--- src/hdl/mfr_pkg.sv ---
// shared types and constants for the motor feedback frame receiver
package mfr_pkg;

  localparam int unsigned FeedbackBytes = 9;
  localparam int unsigned ReplyBytes    = 8;
  localparam int unsigned IdxW          = 4;

  localparam logic [7:0]  AddrReset  = 8'h02;
  localparam logic [7:0]  ReplyMark  = 8'h36;
  localparam logic [7:0]  ReplyEnd   = 8'h6B;
  localparam logic [7:0]  NegSign    = 8'h01;
  localparam logic [31:0] AngleNoVal = 32'h8000_0000;

  typedef enum logic [1:0] {
    KIND_UNKNOWN  = 2'd0,
    KIND_FEEDBACK = 2'd1,
    KIND_REPLY    = 2'd2
  } kind_e;

  // one complete frame as captured by the framer
  typedef struct packed {
    logic                               is_reply;
    logic [FeedbackBytes-1:0][7:0]      bytes;
  } frame_rec_t;

  typedef struct packed {
    logic        frame_kind;
    logic        check_ok;
    logic [7:0]  reach_status;
    logic [15:0] speed_tenths;
    logic [31:0] angle_tenths;
    logic [31:0] position_count;
  } result_t;

endpackage

--- src/hdl/mfr_framer.sv ---
// byte framer: address hunt, frame kind detection, byte capture, frame record stage
module mfr_framer (
  input  logic               clk_i,
  input  logic               rst_ni,
  input  logic [7:0]         device_address_i,
  input  logic               in_valid_i,
  output logic               in_ready_o,
  input  logic [7:0]         rx_byte_i,
  output logic               rec_valid_o,
  input  logic               rec_ready_i,
  output mfr_pkg::frame_rec_t rec_o
);
  import mfr_pkg::*;

  logic                          in_frame_q, in_frame_d;
  logic [IdxW-1:0]               idx_q, idx_d;
  kind_e                         kind_q, kind_d;
  logic [FeedbackBytes-1:0][7:0] store_q, store_d;
  logic                          rec_valid_q, rec_valid_d;
  frame_rec_t                    rec_q, rec_d;

  logic                          byte_fire;
  logic [IdxW-1:0]               idx_next;
  kind_e                         kind_now;
  logic                          frame_done;
  logic [FeedbackBytes-1:0][7:0] merged;

  assign in_ready_o  = !rec_valid_q || rec_ready_i;
  assign byte_fire   = in_valid_i && in_ready_o;
  assign idx_next    = idx_q + IdxW'(1);
  assign rec_valid_o = rec_valid_q;
  assign rec_o       = rec_q;

  // frame bytes including the one arriving now
  always_comb begin
    for (int i = 0; i < FeedbackBytes; i++) begin
      merged[i] = (idx_q == IdxW'(i)) ? rx_byte_i : store_q[i];
    end
  end

  always_comb begin
    kind_now = kind_q;
    if (idx_q == IdxW'(1) && kind_q == KIND_UNKNOWN) begin
      kind_now = (rx_byte_i == ReplyMark) ? KIND_REPLY : KIND_FEEDBACK;
    end
    frame_done = in_frame_q &&
                 ((kind_now == KIND_REPLY && idx_next >= IdxW'(ReplyBytes)) ||
                  (kind_now == KIND_FEEDBACK && idx_next >= IdxW'(FeedbackBytes)));
  end

  always_comb begin
    in_frame_d  = in_frame_q;
    idx_d       = idx_q;
    kind_d      = kind_q;
    store_d     = store_q;
    rec_d       = rec_q;
    rec_valid_d = rec_valid_q && !rec_ready_i;
    if (byte_fire) begin
      if (!in_frame_q) begin
        if (rx_byte_i == device_address_i) begin
          store_d[0] = rx_byte_i;
          idx_d      = IdxW'(1);
          kind_d     = KIND_UNKNOWN;
          in_frame_d = 1'b1;
        end
      end else begin
        store_d = merged;
        kind_d  = kind_now;
        if (frame_done) begin
          rec_d.is_reply = (kind_now == KIND_REPLY);
          rec_d.bytes    = merged;
          rec_valid_d    = 1'b1;
          in_frame_d     = 1'b0;
          idx_d          = '0;
        end else begin
          idx_d = idx_next;
        end
      end
    end
  end

  always_ff @(posedge clk_i or negedge rst_ni) begin
    if (!rst_ni) begin
      in_frame_q  <= 1'b0;
      idx_q       <= '0;
      kind_q      <= KIND_UNKNOWN;
      rec_valid_q <= 1'b0;
    end else begin
      in_frame_q  <= in_frame_d;
      idx_q       <= idx_d;
      kind_q      <= kind_d;
      rec_valid_q <= rec_valid_d;
    end
  end

  always_ff @(posedge clk_i) begin
    store_q <= store_d;
    rec_q   <= rec_d;
  end

endmodule

--- src/hdl/mfr_decode.sv ---
// frame decode: check, field extraction, sign handling
module mfr_decode (
  input  mfr_pkg::frame_rec_t rec_i,
  output mfr_pkg::result_t    res_o
);
  import mfr_pkg::*;

  logic [7:0]  xor_sum;
  logic [31:0] angle;
  logic [31:0] mag;

  always_comb begin
    xor_sum = '0;
    for (int i = 0; i < FeedbackBytes - 1; i++) begin
      xor_sum = xor_sum ^ rec_i.bytes[i];
    end
    angle = {rec_i.bytes[4], rec_i.bytes[5], rec_i.bytes[6], rec_i.bytes[7]};
    mag   = {rec_i.bytes[3], rec_i.bytes[4], rec_i.bytes[5], rec_i.bytes[6]};

    res_o            = '0;
    res_o.frame_kind = rec_i.is_reply;
    if (rec_i.is_reply) begin
      if (rec_i.bytes[ReplyBytes-1] == ReplyEnd) begin
        res_o.check_ok       = 1'b1;
        res_o.position_count = (rec_i.bytes[2] == NegSign) ? (32'd0 - mag) : mag;
      end
    end else if (xor_sum == rec_i.bytes[FeedbackBytes-1]) begin
      res_o.check_ok       = 1'b1;
      res_o.reach_status   = rec_i.bytes[1];
      res_o.speed_tenths   = {rec_i.bytes[2], rec_i.bytes[3]};
      // no-value pattern reads as zero
      res_o.angle_tenths   = (angle == AngleNoVal) ? 32'd0 : angle;
    end
  end

endmodule

--- src/hdl/motor_feedback_frame_receiver.sv ---
// motor feedback frame receiver: top level with address register and result register
// a frame is registered in the framer's record stage, then in the result register
// throughput: one byte per cycle; the framer's record stage and the result register
// both advance while the result side is not stalled
// reset: asynchronous active low; clears framing state and valid flags, address to 0x02
module motor_feedback_frame_receiver (
  input  logic                clk_i,
  input  logic                rst_ni,
  input  logic                cfg_valid_i,
  output logic                cfg_ready_o,
  input  logic [7:0]          cfg_data_i,
  input  logic                in_valid_i,
  output logic                in_ready_o,
  input  logic [7:0]          rx_byte_i,
  output logic                out_valid_o,
  input  logic                out_ready_i,
  output logic                frame_kind_o,
  output logic                check_ok_o,
  output logic [7:0]          reach_status_o,
  output logic [15:0]         speed_tenths_o,
  output logic signed [31:0]  angle_tenths_o,
  output logic signed [31:0]  position_count_o
);
  import mfr_pkg::*;

  logic       [7:0] addr_q;
  logic             rec_valid;
  logic             rec_ready;
  frame_rec_t       rec;
  result_t          res;
  result_t          res_q;
  logic             out_valid_q;

  assign cfg_ready_o = 1'b1;
  assign rec_ready   = !out_valid_q || out_ready_i;

  always_ff @(posedge clk_i or negedge rst_ni) begin
    if (!rst_ni) begin
      addr_q <= AddrReset;
    end else if (cfg_valid_i && cfg_ready_o) begin
      addr_q <= cfg_data_i;
    end
  end

  mfr_framer u_framer (
    .clk_i            (clk_i),
    .rst_ni           (rst_ni),
    .device_address_i (addr_q),
    .in_valid_i       (in_valid_i),
    .in_ready_o       (in_ready_o),
    .rx_byte_i        (rx_byte_i),
    .rec_valid_o      (rec_valid),
    .rec_ready_i      (rec_ready),
    .rec_o            (rec)
  );

  mfr_decode u_decode (
    .rec_i (rec),
    .res_o (res)
  );

  always_ff @(posedge clk_i or negedge rst_ni) begin
    if (!rst_ni) begin
      out_valid_q <= 1'b0;
    end else if (rec_ready) begin
      out_valid_q <= rec_valid;
    end
  end

  always_ff @(posedge clk_i) begin
    if (rec_ready && rec_valid) begin
      res_q <= res;
    end
  end

  assign out_valid_o      = out_valid_q;
  assign frame_kind_o     = res_q.frame_kind;
  assign check_ok_o       = res_q.check_ok;
  assign reach_status_o   = res_q.reach_status;
  assign speed_tenths_o   = res_q.speed_tenths;
  assign angle_tenths_o   = res_q.angle_tenths;
  assign position_count_o = res_q.position_count;

endmodule

--- config.mk ---
export PLATFORM = sky130hd
export DESIGN_NAME = motor_feedback_frame_receiver
export DESIGN_NICKNAME = d
export VERILOG_FILES = /design/src/hdl/mfr_pkg.sv /design/src/hdl/mfr_framer.sv /design/src/hdl/mfr_decode.sv /design/src/hdl/motor_feedback_frame_receiver.sv
export SDC_FILE = /design/constraint.sdc
export NUM_CORES = 1
export LEC_CHECK = 0
export BUFFER_PORTS_ARGS = -buffer_cell sky130_fd_sc_hd__buf_2
export CORE_MARGIN = 2
export CORE_UTILIZATION = 50
export DETAILED_ROUTE_END_ITERATION = 10
export PLACE_DENSITY = 0.69
export SLEW_MARGIN = 20
export SYNTH_ARGS = -nofsm -noshare
export SYNTH_HDL_FRONTEND = slang
export SYNTH_SLANG_ARGS = --single-unit
--- constraint.sdc ---
create_clock -name clk_i -period 14.1 [get_ports clk_i]
set_clock_uncertainty 0.1 [all_clocks]
set_input_delay 0.705 -clock clk_i [delete_from_list [all_inputs] [get_ports clk_i]]
set_output_delay 0.705 -clock clk_i [all_outputs]
set_load 0.02 [all_outputs]
==> results of run 1 <==
-- how the worst max path moves through the flow --
| stage | slack, ps | from | endpoint |
|---|---|---|---|
| final | 10450 | u_framer.rec_o[52] | angle_tenths_o[3] |
| after global routing | 10280 | u_framer.rec_o[52] | angle_tenths_o[3] |
| after CTS | 10420 | u_framer.rec_o[52] | angle_tenths_o[3] |
| after detailed placement | 10450 | u_framer.rec_o[52] | angle_tenths_o[3] |
| after global placement | 10680 | u_framer.rec_o[44] | angle_tenths_o[27] |
| after floorplan | 9220 | out_ready_i | u_framer.rec_o[0] |
-- Yosys cell counts, types with 3 or more instances --
cell | instances | area share
a21oi_1 | 10 | 0.0045
or3_1 | 10 | 0.0056
inv_1 | 40 | 0.013
nand2b_1 | 6 | 0.0034
nor3_1 | 33 | 0.015
clkbuf_1 | 33 | 0.011
o41ai_2 | 4 | 0.0058
nand2_1 | 13 | 0.0044
xnor2_1 | 61 | 0.048
nor4_1 | 6 | 0.0034
buf_6 | 4 | 0.0040
dfrtp_1 | 16 | 0.036
buf_2 | 5 | 0.0022
o41ai_1 | 3 | 0.0023
xnor3_1 | 9 | 0.018
and2_1 | 6 | 0.0034
xor2_1 | 23 | 0.018
nor4b_1 | 24 | 0.019
o21ai_0 | 8 | 0.0036
nand3_1 | 6 | 0.0027
ha_1 | 7 | 0.0078
edfxtp_1 | 235 | 0.63
or4_1 | 4 | 0.0027
nor2_1 | 41 | 0.014
o31ai_1 | 7 | 0.0047
mux2_2 | 88 | 0.089
nand4_1 | 4 | 0.0022
a31oi_1 | 3 | 0.0017
-- stage by stage --
step	utilization	cell area, sq um	instances
after floorplan	-	11200	738
after global placement	0.545	11900	1090
after detailed placement	0.545	11900	1091
after CTS	0.578	12700	1133
after global routing	0.579	12700	1134
final	0.579	12700	1134
-- logic make-up after synthesis --
logic type | Yosys count | synth area share
AO/OA/AOI/OAI | 47 | 0.0330
XOR/XNOR | 93 | 0.0839
adder cells (fa/ha/maj) | 7 | 0.00783
buffers and inverters | 85 | 0.0321
flip-flops | 252 | 0.669
multiplexers | 89 | 0.0895
other | 1 | 0.000335
AND/OR/NAND/NOR | 164 | 0.0841
-- sequential cells by signal, indices dropped and copies added, names as in the netlist --
name and flops:
u_framer.rec_o 73, u_framer.idx_q 4, out_valid_o 1, frame_kind_o 1
reach_status_o 8, u_framer.kind_q 2, u_framer.store_q 72, u_framer.in_frame_q 1
angle_tenths_o 32, addr_q 8, u_framer.rec_valid_o 1, position_count_o 32
speed_tenths_o 16, check_ok_o 1
-- cell type report --
class | count | area (sq um) | area share
flip-flops and latches | 252 | 7480 | 0.590
repair buffers | 119 | 629 | 0.0496
multi-input cells | 401 | 3340 | 0.264
well taps | 280 | 350 | 0.0276
inverters | 40 | 150 | 0.0118
clock inverters | 11 | 72.6 | 0.00572
clock buffers | 31 | 648 | 0.0511
-- power groups by stage --
stage | logic, mW | clock network, mW | registers, mW
after floorplan | 0.128 | 0 | 0.883
after global placement | 0.156 | 0 | 0.888
after detailed placement | 0.161 | 0 | 0.889
after CTS | 0.161 | 0.612 | 0.873
after global routing | 0.178 | 0.642 | 0.876
final | 0.161 | 0.598 | 0.874
-- worst max-delay path, cell delays in order (launching register included) --
cell and delay, ps:
edfxtp_1 540, xnor2_1 200, xnor2_1 410, xnor2_1 180, nand4_1 800, buf_4 580, nor4b_1 540
-- metal layers --
layer	vias to the layer above	track usage
met3	49	0.0366
met1	3184	0.284
met4	0	0.0655
met5	-	0
met2	253	0.322
li1	2930	-
==> metrics.md, run 1 <==
| Metric | Value |
|---|---|
| PortBufs | `112` |
| Leakage | `around 4.8 nW` |
| Synth-to-Final Area Change | `13.4%` |
| Core footprint | `21900 sq um` |
| Fin Hold WS | `-0.419 ps` |
| Maximum vdd drop | `0.0996 mV` |
| Die height | `154 um` |
| R2R setup slack | `~10000 ps` |
| Die ar. | `approximately 24000 sq um` |
| DRC Markers | `0` |
| Worst relative slew slack | `0.314` |
| Sequential area share after synthesis | `0.669` |
| Seq pwr share | `0.535` |
| Minimum clock period | `3650 ps` |
| Post-Place Setup Slack | `between 10000 and 15000 ps` |
| Internal | `~1.3 mW` |
| Post-synth EDFFs | `235` |
| Number of max-cap violations | `0` |
| Layout cells sized above 1 | `0.294` |
| Number of hold buffers added after CTS | `0` |
| Number of hold violations in the final report | `3` |
| Actual slew at the worst max-slew pin | `between 1000 and 1500 ps` |
| CTS max path bufs | `3` |
| Highest routed layer | `met4` |
| Pre-antenna DRT Iters | `4` |
| Global-route wire length before repair | `between 30000 and 40000 um` |
| Commonest non-fill, non-tap cell in the layout | `edfxtp_1` |
| Final HPWL DP | `16200 um` |
| FMAX | `274 MHz` |
| CTS tree | `yes` |
| Met2 Wirelength | `around 11000 um` |
| R2r startpoint | `u_framer.rec_o[52]` |
| All-Layer GR Usage | `0.202` |
| # IOs | `between 100 and 150` |
| Starting DRT DRC Count | `377` |
| Syn Inst Count | `about 740` |
| Worst Path Max Fanout | `35` |
| RSZ-0062 raised after global routing | `no` |
| Setup bufs post-CTS | `0` |
| Warnings from Yosys | `0` |
| Post-synthesis register bit count | `around 250` |
| Main synth FF type | `edfxtp_1` |
| Nature of the critical path endpoint | `flop` |
| Most frequent cells in the layout | `edfxtp_1, buf_2, mux2_2` |
| Gpl congestion | `a little under 0.9` |
| Die Wd | `154 um` |
| Fill cell instance count of the final layout | `about 1700` |
| Site Rows | `54` |
| Clock edge transition at the registers on the reported setup and hold paths | `around 60 ps` |
| Data required time at the worst endpoint | `approximately 14000 ps` |
| Met3 WL | `1580 um` |
| FF-to-FF path depth | `6` |
| Syn Nets | `~770` |
| Final slew viol count | `0` |
| # setup viols final | `0` |
| Crit path kind | `reg -> reg` |
| Initial antenna violation count | `0` |
| Starting Density | `0.511` |
| Synth Area per Inst | `between 15 and 20 sq um` |
| Vias in the first global route | `about 6600` |
| Power share of the combinational group | `0.098` |
| Num Clock Sinks | `roughly 250` |
| Largest net degree at the start of global routing | `74` |
| Vias per cell | `around 5.7` |
| Synthesized cell area | `about 11000 sq um` |
| M1 wire length | `roughly 10000 um` |
| Final worst slack | `around 10000 ps` |
| HP Class | `in -> async` |
| Status | `finished, violations left` |
| Clock power share | `0.367` |
| FF-to-FF End | `angle_tenths_o[3]` |
| Synth async-reset ratio | `0.0675` |
| Routed wire length | `approximately 24000 um` |
| Clk Latency, worst-skew pair | `between 500 and 600 ps` |
| Total power | `roughly 1.6 mW` |
| Fin crit share | `0.259` |
| Post-CTS resize count | `0` |
| P_sw | `between 0.3 and 0.4 mW` |
| Failing checks | `hold timing` |
| # H-tree levels | `1` |
| Cell area power density | `129 nW/um^2` |
| CTS Buf Count | `25` |
| DRT antenna net count | `0` |
| CTS Root Cell | `clkbuf_16` |
| Grt ovf | `0` |
| Count of different cell masters after synthesis | `around 50` |
| Nets | `867` |
| Crit path DAT | `roughly 3800 ps` |
| Avg WL per Cell | `~21 um` |
| Diode count | `0` |
| Total negative slack | `0 ps` |
| Startpoint types | `flop` |
| Via count | `roughly 6400` |
| Sw Share | `0.220` |
Power figures use the tool's default switching activity.
==> run 2, diff against run 1 <==
PLACE_DENSITY = 0.72   (was 0.69)
clock period = 3.3 ns   (was 14.1 ns; I/O delays follow)
==> metrics.md, run 2 (same netlist as run 1, synthesis figures left out) <==
| Metric | Value |
|---|---|
| Status | `finished, violations left` |
| Failing checks | `hold timing` |
| Gpl congestion | `0.857 (-3.8%)` |
| # H-tree levels | `1 (unchanged)` |
| # setup viols final | `0 (unchanged)` |
| P_sw | `1.63 mW (+350%)` |
| Die Wd | `154 um (unchanged)` |
| Crit path kind | `reg -> reg` |
| Via count | `6562 (+2.3%)` |
| Total power | `7.28 mW (+350%)` |
| Actual slew at the worst max-slew pin | `712 ps (-316 ps)` |
| Commonest non-fill, non-tap cell in the layout | `edfxtp_1` |
| Post-CTS resize count | `0 (unchanged)` |
| Area of the multi-input gates | `3360 sq um (+0.56%)` |
| Synth-to-Final Area Change | `16.8%` |
| Most frequent cells in the layout | `edfxtp_1, buf_2, mux2_2` |
| Layout cells sized above 1 | `0.304 (+0.00970)` |
| Worst relative slew slack | `0.525 (+0.211)` |
| Site Rows | `54 (unchanged)` |
| Sw Share | `0.223 (+0.00347)` |
| Starting Density | `0.511 (unchanged)` |
| Die ar. | `23600 sq um (unchanged)` |
| Largest net degree at the start of global routing | `74 (unchanged)` |
| Data required time at the worst endpoint | `3440 ps (-10800 ps)` |
| Nature of the critical path endpoint | `flop` |
| Fin cells | `1166 (+2.8%)` |
| HP Class | `in -> async` |
| Fill cell instance count of the final layout | `1734 (+0.35%)` |
| Number of max-cap violations | `0 (unchanged)` |
| Startpoint types | `flop` |
| All-Layer GR Usage | `0.203 (+0.00150)` |
| Vias in the first global route | `6452 (-2.0%)` |
| Internal | `5.66 mW (+340%)` |
| Fin Hold WS | `-1.38 ps (-0.963 ps)` |
| Vias per cell | `5.63 (-0.53%)` |
| Starting DRT DRC Count | `554 (+47%)` |
| Fin util | `0.597 (+0.0175)` |
| R2r startpoint | `u_framer.rec_o[42]` |
| FMAX | `342 MHz (+25%)` |
| Core footprint | `21900 sq um (unchanged)` |
| CTS max path bufs | `3 (unchanged)` |
| # IOs | `114 (unchanged)` |
| Grt ovf | `0 (unchanged)` |
| Clk Latency, worst-skew pair | `530 ps (about the same)` |
| FF-to-FF path depth | `5 (-1)` |
| Number of hold buffers added after CTS | `19 (+19)` |
| Routed wire length | `24000 um (+1.4%)` |
| Final HPWL DP | `15700 um (-3.0%)` |
| Seq pwr share | `0.512 (-0.023)` |
| Worst Path Max Fanout | `19 (-46%)` |
| Power share of the combinational group | `0.100 (+0.002)` |
| M1 wire length | `10400 um (+1.4%)` |
| Avg WL per Cell | `20.6 um (-1.4%)` |
| DRC Markers | `0 (unchanged)` |
| Clock power share | `0.388 (+0.021)` |
| Initial antenna violation count | `0 (unchanged)` |
| Cells after DPL | `1099 (+0.73%)` |
| CTS tree | `yes` |
| FF-to-FF End | `angle_tenths_o[25]` |
| Global-route wire length before repair | `37600 um (+0.74%)` |
| Clock edge transition at the registers on the reported setup and hold paths | `60 ps (about the same)` |
| DRT antenna net count | `0 (unchanged)` |
| RSZ-0062 raised after global routing | `no` |
| Nets | `894 (+3.1%)` |
| Minimum clock period | `2920 ps (-729 ps)` |
| FF/Latch Area | `7480 sq um (about the same)` |
| Setup bufs post-CTS | `0 (unchanged)` |
| Pre-antenna DRT Iters | `5 (+1)` |
| Number of hold violations in the final report | `1 (-2)` |
| CTS Root Cell | `clkbuf_16` |
| Met2 Wirelength | `11500 um (+3.0%)` |
| Die height | `154 um (unchanged)` |
| Maximum vdd drop | `0.337 mV (+240%)` |
| Num Clock Sinks | `252 (unchanged)` |
| Max reg flops | `73 (unchanged)` |
| PortBufs | `112 (unchanged)` |
| Crit path DAT | `3070 ps (-720 ps)` |
| Leakage | `4.91 nW (+3.0%)` |
| Final slew viol count | `0 (unchanged)` |
| Met3 WL | `1660 um (+5.3%)` |
| Diode count | `0 (unchanged)` |
| Cell area power density | `558 nW/um^2 (+330%)` |
| Highest routed layer | `met4` |
| R2R setup slack | `380 ps (-10070 ps)` |
| CTS Buf Count | `26 (+4.0%)` |
| Total negative slack | `0 ps (unchanged)` |
| Fin crit share | `0.885 (+0.626)` |
## run 2: cell count changes in the layout (fill, tap and decap cells not counted), moves of 2 or more
| cell | change |
|---|---|
| dlygate4sd3_1 | +19 |
| clkbuf_1 | -2 |
| clkbuf_16 | +2 |
| nand3_1 | -2 |
| clkinvlp_4 | +4 |
| inv_2 | -2 |
| buf_4 | +7 |
## run 2: worst max-delay path by stage
stage                            start                 end  slack, ps  cells past startpoint
floorplan                  out_valid_o   u_framer.rec_o[0]       -450                      5
global placement    u_framer.rec_o[42]  angle_tenths_o[20]        470                      5
detailed placement  u_framer.rec_o[42]  angle_tenths_o[25]        390                      5
CTS                 u_framer.rec_o[42]  angle_tenths_o[25]        380                      5
global route        u_framer.rec_o[26]  angle_tenths_o[12]        240                      6
finish              u_framer.rec_o[42]  angle_tenths_o[25]        380                      5
## run 2: stage by stage
step / instance area (sq um) / setup WS (ps)
2_1_floorplan: 11200 / -450
6_report: 13100 / 379
5_1_grt: 13100 / 236
3_5_place_dp: 12000 / 391
4_1_cts: 13100 / 377
3_3_place_gp: 12000 / 472
## run 2: final cells by class
type / count / share of cell area
Sequential cell: 252 / 0.573
Clock buffer: 31 / 0.0529
Timing Repair Buffer: 145 / 0.0674
Inverter: 40 / 0.0121
Clock inverter: 17 / 0.0103
Tap cell: 280 / 0.0268
Multi-Input combinational cell: 401 / 0.257
## run 2: worst max-delay path: stages (launching register included)
cell	delay, ps
edfxtp_1	530
or4_4	570
or4_1	690
nor4_4	360
buf_4	290
nor4b_1	100
## run 2: power groups by stage
stage	clock network (mW)	logic, mW	registers [mW]
after floorplan	0	0.554	3.77
after global placement	0	0.683	3.79
after CTS	2.88	0.731	3.73
final	2.83	0.726	3.73
after detailed placement	0	0.701	3.80
after global routing	3.00	0.795	3.74
## run 2: metal layers
| metal | global-route usage | vias to the layer above |
|---|---|---|
| li1 | - | 2992 |
| met1 | 0.287 | 3272 |
| met2 | 0.332 | 263 |
| met3 | 0.0361 | 35 |
| met4 | 0.0498 | 0 |
| met5 | 0 | - |
==> run 3, diff against run 2 <==
SKIP_LAST_GASP = 1   (was not set)
SYNTH_HIERARCHICAL = 1   (was not set)
==> metrics.md, run 3 <==
| Metric | Value |
|---|---|
| Initial antenna violation count | `0 (unchanged)` |
| Site Rows | `54 (unchanged)` |
| Num Clock Sinks | `252 (unchanged)` |
| Data required time at the worst endpoint | `3600 ps (+160 ps)` |
| Fin crit share | `0.853 (-0.0322)` |
| Worst path bufs/invs | `1 (unchanged)` |
| Fin Hold WS | `69.9 ps (+71.3 ps)` |
| Leakage | `4.91 nW (about the same)` |
| Total power | `8.11 mW (+11%)` |
| Die height | `153 um (-0.28%)` |
| All-Layer GR Usage | `0.199 (-0.00445)` |
| Internal | `6.19 mW (+9.4%)` |
| Syn Nets | `742 (-3.1%)` |
| Clk Latency, worst-skew pair | `540 ps (about the same)` |
| DRT antenna net count | `0 (unchanged)` |
| Synth Area per Inst | `15.5 sq um (+2.6%)` |
| Commonest non-fill, non-tap cell in the layout | `edfxtp_1` |
| Via count | `6246 (-4.8%)` |
| # H-tree levels | `1 (unchanged)` |
| Synthesized cell area | `11100 sq um (-0.58%)` |
| Most frequent cells in the layout | `edfxtp_1, buf_2, mux2_2` |
| Die ar. | `23400 sq um (-0.57%)` |
| RSZ-0062 raised after global routing | `no` |
| Diode count | `0 (unchanged)` |
| Main synth FF type | `edfxtp_1` |
| # setup viols final | `0 (unchanged)` |
| Die Wd | `153 um (-0.28%)` |
| Fin util | `0.600 (+0.00351)` |
| Number of max-cap violations | `0 (unchanged)` |
| Vias in the first global route | `6401 (-0.79%)` |
| Startpoint types | `flop` |
| Nature of the critical path endpoint | `flop` |
| Worst path cell trace | `xnor2_1 -> xnor3_1 -> xnor2_1 -> nor4_2 -> and3_1 -> buf_12 -> and3_1` |
| Vias per cell | `5.44 (-3.3%)` |
| Clock power share | `0.389 (about the same)` |
| CTS tree | `yes` |
| CTS Root Cell | `clkbuf_16` |
| Sw Share | `0.236 (+0.0132)` |
| Area contributors post-synth | `edfxtp_1, mux2_2, xnor2_1, dfrtp_1, and2_1` |
| Layout cells sized above 1 | `0.303 (-0.000616)` |
| R2r startpoint | `u_framer/rec_o[50]` |
| Post-synthesis register bit count | `252 (unchanged)` |
| Seq pwr share | `0.490 (-0.022)` |
| Syn Inst Count | `715 (-3.1%)` |
| Fin cells | `1148 (-1.5%)` |
| Crit path DAT | `3120 ps (+50 ps)` |
| Cells after DPL | `1081 (-1.6%)` |
| CTS max path bufs | `3 (unchanged)` |
| Starting DRT DRC Count | `455 (-18%)` |
| Worst Path Max Fanout | `50 (+31)` |
| Slowest CP cell | `edfxtp_1` |
| Hold depth | `4` |
| Crit path kind | `reg -> reg` |
| Synth async-reset ratio | `0.0675 (unchanged)` |
| Pre-antenna DRT Iters | `5 (unchanged)` |
| Synth-to-Final Area Change | `17.8%` |
| Status | `completed` |
| Final HPWL DP | `15500 um (-1.0%)` |
| Total negative slack | `0 ps (unchanged)` |
| Count leader, synth | `edfxtp_1` |
| P_sw | `1.92 mW (+18%)` |
| Clock edge transition at the registers on the reported setup and hold paths | `60 ps (about the same)` |
| Gpl congestion | `0.828 (-3.4%)` |
| Count of different cell masters after synthesis | `53 (+8.2%)` |
| Power share of the combinational group | `0.121 (+0.021)` |
| Largest net degree at the start of global routing | `57 (-23%)` |
| Core footprint | `21800 sq um (-0.31%)` |
| Nets | `876 (-2.0%)` |
| Worst Hold Launch | `in_valid_i` |
| Sequential area share after synthesis | `0.673 (+0.00392)` |
| Cell area power density | `619 nW/um^2 (+11%)` |
| DRC Markers | `0 (unchanged)` |
| FF-to-FF End | `angle_tenths_o[9]` |
| Maximum vdd drop | `0.388 mV (+15%)` |
| Post-synth EDFFs | `235 (unchanged)` |
| HP Class | `in -> reg` |
| Actual slew at the worst max-slew pin | `720 ps (+7.94 ps)` |
| Routed wire length | `23300 um (-3.0%)` |
| PortBufs | `112 (unchanged)` |
| R2R setup slack | `490 ps (+110 ps)` |
| CTS Buf Count | `26 (unchanged)` |
| Avg WL per Cell | `20.3 um (-1.5%)` |
| WHS Endpoint | `u_framer/kind_q[0]` |
| Cell taking the most area after synthesis | `edfxtp_1` |
| FF-to-FF path depth | `7 (+2)` |
| Max reg flops | `73 (unchanged)` |
| Synth cell count leaders | `edfxtp_1, mux2_2, xnor2_1` |
| Minimum clock period | `2810 ps (-106 ps)` |
| CP peak stage delay | `530 ps (-160 ps)` |
| Warnings from Yosys | `6 (+6)` |
| # IOs | `114 (unchanged)` |
| Starting Density | `0.509 (-0.00140)` |
| Number of hold violations in the final report | `0 (-1)` |
| FMAX | `355 MHz (+3.8%)` |
| CP delay by family, top | `XOR/XNOR gates` |
| Grt ovf | `0 (unchanged)` |
| Post-CTS resize count | `0 (unchanged)` |
| Global-route wire length before repair | `36300 um (-3.4%)` |
| Final slew viol count | `0 (unchanged)` |
| Post-synth top area share | `0.635 (+0.00369)` |
| Worst relative slew slack | `0.520 (-0.00529)` |
[run 3: cell count changes in the layout (fill, tap and decap cells not counted), sizes merged, moves of 5 or more]
| cell | previous run | this run |
|---|---|---|
| or4 | 5 | 0 |
| a21oi | 10 | 20 |
| and3 | 0 | 5 |
| nor4b | 24 | 2 |
| nor3 | 33 | 10 |
| and2 | 6 | 57 |
| inv | 39 | 10 |
| o41ai | 8 | 3 |
[run 3: worst min-delay path, cell delays in order]
cell     delay [ps]
buf_2           110
and2_1          180
a21oi_1         140
a21oi_1          50
[run 3: worst max-delay path by stage]
stage | endpoint | startpoint | cells after the start
finish | angle_tenths_o[9] | u_framer/rec_o[50] | 7
global route | angle_tenths_o[31] | u_framer/rec_o[50] | 7
CTS | angle_tenths_o[31] | u_framer/rec_o[50] | 7
detailed placement | angle_tenths_o[8] | u_framer/rec_o[50] | 7
global placement | position_count_o[30] | u_framer/rec_o[48] | 7
floorplan | u_framer/rec_o[0] | u_framer/idx_q[1] | 5
[run 3: cell families after synthesis]
logic type	count (synthesis)	share of synthesized area
simple gates	179	0.0915
other cells	1	0.000337
compound gates	52	0.0315
fa+ha+maj	6	0.00675
mux	88	0.0918
xor+xnor	91	0.0816
flops	252	0.673
buf+inv	46	0.0234
[run 3: area by class of cell]
type                            instances  area (sq um)
Tap cell                              280           350
Timing Repair Buffer                  142           898
Clock inverter                         14           228
Multi-Input combinational cell        417          3400
Fill cell                            1659          8720
Inverter                               10          37.5
Clock buffer                           33           698
Sequential cell                       252          7480
[run 3: layer usage]
layer | up-vias | GRT usage | wire length [um]
li1 | 2905 | - | -
met1 | 3099 | 0.263 | 10100
met2 | 202 | 0.337 | 11300
met3 | 40 | 0.0371 | 1280
met4 | 0 | 0.0600 | 569
met5 | - | 0 | 0
[run 3: timing repair]
| action | in CTS | in global routing |
|---|---|---|
| hold endpoints to repair | 26 | 0 |
| setup endpoints to repair | 0 | 0 |
| hold buffers | 20 | 0 |
| setup buffers | 0 | 0 |
[run 3: stage by stage]
| step | worst slack, ps | instance area (sq um) |
|---|---|---|
| 6_report | 486 | 13100 |
| 5_1_grt | 297 | 13100 |
| 4_1_cts | 489 | 13100 |
| 3_5_place_dp | 519 | 12000 |
| 3_3_place_gp | 562 | 12000 |
| 2_1_floorplan | -768 | 11100 |
[run 3: power by group through the flow]
stage | Clock (mW) | Sequential (mW) | Combinational [mW]
finish | 3.15 | 3.97 | 0.985
global placement | 0 | 4.03 | 0.945
global route | 3.34 | 3.99 | 1.06
detailed placement | 0 | 4.04 | 0.957
CTS | 3.21 | 3.97 | 0.988
floorplan | 0 | 4.01 | 0.724
